--- src/sv/gld_pkg.sv ---
// ----------------------------------------------------------------------------
// gld_pkg: shared types and constants for the GIF LZW pixel decoder
// Holds the field widths, configuration register indexes and input modes.
// ----------------------------------------------------------------------------
package gld_pkg;

  localparam int MaxCodeBitsDef = 12;
  localparam int DictDepthDef   = 4096;
  localparam int DimBitsDef     = 16;

  localparam int CfgIdxBits  = 3;
  localparam int CfgDataBits = 16;

  typedef enum logic [2:0] {
    CFG_MIN_CODE_SIZE = 3'd0,
    CFG_IMAGE_WIDTH   = 3'd1,
    CFG_IMAGE_HEIGHT  = 3'd2,
    CFG_INTERLACED    = 3'd3,
    CFG_TRANSP_EN     = 3'd4,
    CFG_TRANSP_INDEX  = 3'd5
  } cfg_idx_t;

  typedef enum logic [1:0] {
    MODE_DATA  = 2'd0,
    MODE_DRAIN = 2'd1,
    MODE_START = 2'd2,
    MODE_SPARE = 2'd3
  } mode_t;

  typedef struct packed {
    logic [1:0] mode;
    logic [7:0] data_byte;
  } in_item_t;

  typedef struct packed {
    logic        pixel_valid;
    logic [7:0]  pixel_index;
    logic [15:0] pixel_x;
    logic [15:0] pixel_y;
    logic        transparent;
    logic        need_byte;
    logic        frame_done;
    logic        overrun;
    logic        format_error;
  } out_item_t;

  // Settings seen by the position unit.
  typedef struct packed {
    logic [15:0] width;
    logic [15:0] height;
    logic        interlaced;
  } geom_t;

endpackage

--- src/sv/gld_regs.sv ---
// ----------------------------------------------------------------------------
// gld_regs: configuration register file
// Holds the six decoder settings written through the configuration channel.
// ----------------------------------------------------------------------------
module gld_regs (
  input  logic                            clk,
  input  logic                            rst_n,
  input  logic                            wr_en,
  input  logic [gld_pkg::CfgIdxBits-1:0]  wr_index,
  input  logic [gld_pkg::CfgDataBits-1:0] wr_data,
  output logic [3:0]                      min_code_size,
  output logic [7:0]                      transparent_index,
  output logic                            transparency_enable,
  output gld_pkg::geom_t                  geom
);
  import gld_pkg::*;

  always_ff @(posedge clk) begin
    if (!rst_n) begin
      min_code_size <= 4'd8; geom <= '{16'd1, 16'd1, 1'b0};
      transparency_enable <= 1'b0; transparent_index <= '0;
    end else if (wr_en) begin
      case (wr_index)
        CFG_MIN_CODE_SIZE: min_code_size <= wr_data[3:0];
        CFG_IMAGE_WIDTH:   geom.width <= wr_data;
        CFG_IMAGE_HEIGHT:  geom.height <= wr_data;
        CFG_INTERLACED:    geom.interlaced <= wr_data[0];
        CFG_TRANSP_EN:     transparency_enable <= wr_data[0];
        CFG_TRANSP_INDEX:  transparent_index <= wr_data[7:0];
        default: ;
      endcase
    end
  end
endmodule

--- config.mk ---
export PLATFORM = sky130hd
export DESIGN_NAME = gld_regs
export DESIGN_NICKNAME = d
export VERILOG_FILES = /design/src/sv/gld_pkg.sv /design/src/sv/gld_regs.sv
export SDC_FILE = /design/constraint.sdc
export NUM_CORES = 1
export LEC_CHECK = 0
export ABC_AREA = 1
export BUFFER_PORTS_ARGS = -buffer_cell sky130_fd_sc_hd__buf_2
export CORE_MARGIN = 4
export CORE_UTILIZATION = 49
export DETAILED_ROUTE_END_ITERATION = 10
export GPL_TIMING_DRIVEN = 0
export PLACE_DENSITY = 0.83
export SLEW_MARGIN = 10
export SYNTH_ARGS = -nofsm -noshare
export SYNTH_HDL_FRONTEND = slang
export SYNTH_SLANG_ARGS = --single-unit
--- constraint.sdc ---
create_clock -name clk -period 1 [get_ports clk]
set_input_delay 0.15 -clock clk [delete_from_list [all_inputs] [get_ports clk]]
set_output_delay 0.15 -clock clk [all_outputs]
set_load 0.1 [all_outputs]
Word-level counts from Yosys, hierarchy flattened:

Cells that the tools add are included.

* register bits: 46
* input bits: 22
* output and inout port bits: 46
* logic and storage cells: 18

* eq/ne operators: 5
* reductions and logical operators: 7

Operators by type and width (number)
* $reduce_and A2 Y1: 6
* $eq A3 B2 Y1 const B: 2
* $eq A3 B3 Y1 const B: 2
* $eq A3 B1 Y1 const B: 1
* $logic_not A3 Y1: 1

Longest topological paths before layout:

* word-level depth: 2
* gate-level depth with buffers: 7

Worst setup path before layout:

OpenSTA, ideal clock, no wires.

* path kind: reg-to-reg
* start point: reg geom[10] (netlist name)
* end point: reg geom[10] (netlist bit)
* library setup time: 65 ps
* arrival time: 1142 ps
* required time: 935 ps
* setup slack: -207 ps
* stages on the path, launching flop included: 3
* period minus slack after synthesis: 1207 ps
* cell sequence: dfxtp_1 -> nor2_1 -> nor2_1

RTL lines
* end, declared: line gld_regs.sv:14 `output gld_pkg::geom_t geom`

Final worst setup path:

* start point: reg transparent_index[4]
* end point: out transparent_index[4]

RTL lines
* start, declared: line gld_regs.sv:12 `output logic [7:0] transparent_index,`
* start signal, assigned: line gld_regs.sv:29 `CFG_TRANSP_INDEX: transparent_index <= wr_data[7:0];`

No word-level cell between the ends.

==> flow_metrics.tcl <==
set metrics [dict create \
    firstDrtPassIters 5 \
    swShare_pct 33.9 \
    yosys_warnings 0 \
    diodes 0 \
    clock_latency_ns 0.29 \
    cts_tree "built" \
    crit_slowest_cell "dfxtp_2" \
    die_area_um2 5220 \
    path_buf_inv 1 \
    path_cells "buf_12" \
    cts_hold_buffers 0 \
    cp.arrival_ns 0.85 \
    cts.path.max_buffers 2 \
    clkSinkCount 46 \
    ir_drop_uv 874 \
    final_common_cell "nor2_1" \
    hold_viol 0 \
    io_pins 68 \
    clock-root-buffer "clkbuf_8" \
    ys_seq_area_share_pct 45.6 \
    wl_per_cell_um 14.9 \
    pwr-share-seq_pct 45.6 \
    fillCellCount 220 \
    hpwlAfterDp_um 3710 \
    area_growth_pct 63.5 \
    hp-class "in -> reg" \
    synth_area_leader_cell "dfxtp_1" \
    period_needed_ns 1.00 \
    p_leak_uw 0.00148 \
    status "finished with violations" \
    drt_wl_total_um 6100 \
    initial_core_util_pct 50.5 \
    die_h_um 72.2 \
    power_switching_uw 1460 \
    synth_top_area_share_pct 45.6 \
    cp_max_fo 2 \
    netlist_instances 280 \
    htree_levels 2 \
    yosysUniqueCellTypes 18 \
    max_stage_delay_ns 0.37 \
    syn_area_um2 2020 \
    layout_common_cells "69 x nor2_1, 56 x nand2_1, 47 x buf_12, 46 x nand3_1, 38 x dfxtp_2" \
    drtAntennaViolNets 0 \
    hold_slack_ns 0.0965 \
    max_slew_margin_pct 70.5 \
    numCtsBuffers 5 \
    grt_pass1_wl_um 9560 \
    tightest_slew_ns 0.442 \
    via_per_inst 5.13 \
    critPathCaptureType "output pin" \
    fmax_mhz 996 \
    synth-seq-cells 46 \
    rows 23 \
    synthTopCellsByArea "dfxtp_1 46%, nor2_1 13%, nand3_1 11%" \
    drive_above_1_share_pct 44.7 \
    powerDensity_nw_per_um2 1310 \
    intPower_uw 2850 \
    maxCapViolations 0 \
    worstSetupPathType "reg -> out" \
    track_usage_pct 23.1 \
    clockPowerShare_pct 27.2 \
    finalSetupViolCount 1 \
    place_ws_ns -0.159 \
    fin_cells 408 \
    combPwrFrac_pct 27.2 \
    drc 0 \
    timing.final.crit_share_pct 100 \
    grt_pass1_vias 2056 \
    die_x_um 72.2 \
    grt_antenna_before_repair 0 \
    cp_top_family "flip-flops" \
    io_buffers 66 \
    grt.overflow.total 0 \
    num-nets-final 379 \
    grt_max_degree 14 \
    rsz0062_at_grt "true" \
    core_region_area_um2 4000 \
    slew_viol_final 0 \
    multi_input_area_um2 905 \
    drt_iter0_markers 179 \
    cts.clk_slew.worst_paths_ns 0.09 \
    gp_congestion 0.939 \
    failed_checks "setup timing" \
    syn_nets 302 \
    crit_path_start_kind "flop" \
    vias 2095 \
    fin_worst_skew_ns 0 \
    required_ns 0.85 \
    synth_area_per_cell_um2 7.22 \
    layout.area.seq_um2 998 \
    fin_ws_ns -0.00426 \
    dp.cells 396 \
]
-- tightest hold or removal path, cell delays in order --
cell and delay, ns:
buf_2 0.11, nand2_1 0.05, nand3_1 0.05
-- logic make-up (layout without fill, tap and decap cells) --
logic type / Yosys count / count (layout) / share of synthesized area [%]
DFF: 46 / 46 / 45.6
buffers and inverters: 36 / 114 / 9.66
AOI/OAI and AO/OA: 2 / 2 / 0.495
and+or+nand+nor: 196 / 196 / 44.3
-- final timing paths --
path,from,endpoint,slack (ns),cells after the start
worst max-delay path,transparent_index[4],transparent_index[4],-0.004,1
worst min register to register,min_code_size[1],min_code_size[1],0.51,2
worst max register to register,geom[28],geom[28],0.25,3
worst min-delay path,wr_data[0],geom[1],0.1,3
-- layer usage --
layer | global-route usage, % | vias up | wire, µm
met5 | 0 | - | 0
met4 | 10.4 | 0 | 172
met3 | 5.40 | 21 | 417
met2 | 38.8 | 101 | 3190
met1 | 28.0 | 960 | 2310
li1 | - | 1013 | -
-- what timing repair did --
item / 4_1_cts / 5_1_grt
pin swaps: 0 / 0
setup buffers: 0 / 4
hold endpoints to repair: 0 / 0
setup endpoints to repair: 46 / 46
resized for setup: 162 / 30
-- cell type report --
class | instances | area share [%]
Timing Repair Buffer | 70 | 31.8
Sequential cell | 46 | 30.2
Multi-Input combinational cell | 198 | 27.4
Buffer | 14 | 3.41
Clock buffer | 7 | 2.61
Inverter | 22 | 2.50
Tap cell | 50 | 1.89
Clock inverter | 1 | 0.152
-- state kept, by name, indices dropped and copies added (netlist names) --
signal / count
geom: 33
min_code_size: 4
transparency_enable: 1
transparent_index: 8
-- metrics by stage --
stage	total power (µW)	cell area [µm²]	utilization (%)	TNS, ns
6_report	4310	3300	82.6	-0.00426
5_1_grt	4450	3300	82.6	-0.239
4_1_cts	4260	3140	78.5	-0.00292
3_5_place_dp	2920	2470	61.8	-4.14
3_3_place_gp	2910	2470	61.8	-3.27
2_1_floorplan	2750	2080	-	0
-- synthesized netlist by cell type, drive strengths merged --
cell     n
inv     21
nor2    92
nand2   58
a21oi    2
dfxtp   46
nand3   46
clkinv   1
buf     14
-- power groups by stage --
stage	Clock [µW]	Combinational [µW]	Sequential (µW)
after floorplan	0	299	2450
after global placement	0	935	1980
after detailed placement	0	942	1980
after CTS	1180	1110	1970
after global routing	1240	1230	1970
final	1170	1170	1960
(Power assumes the default switching activity.)
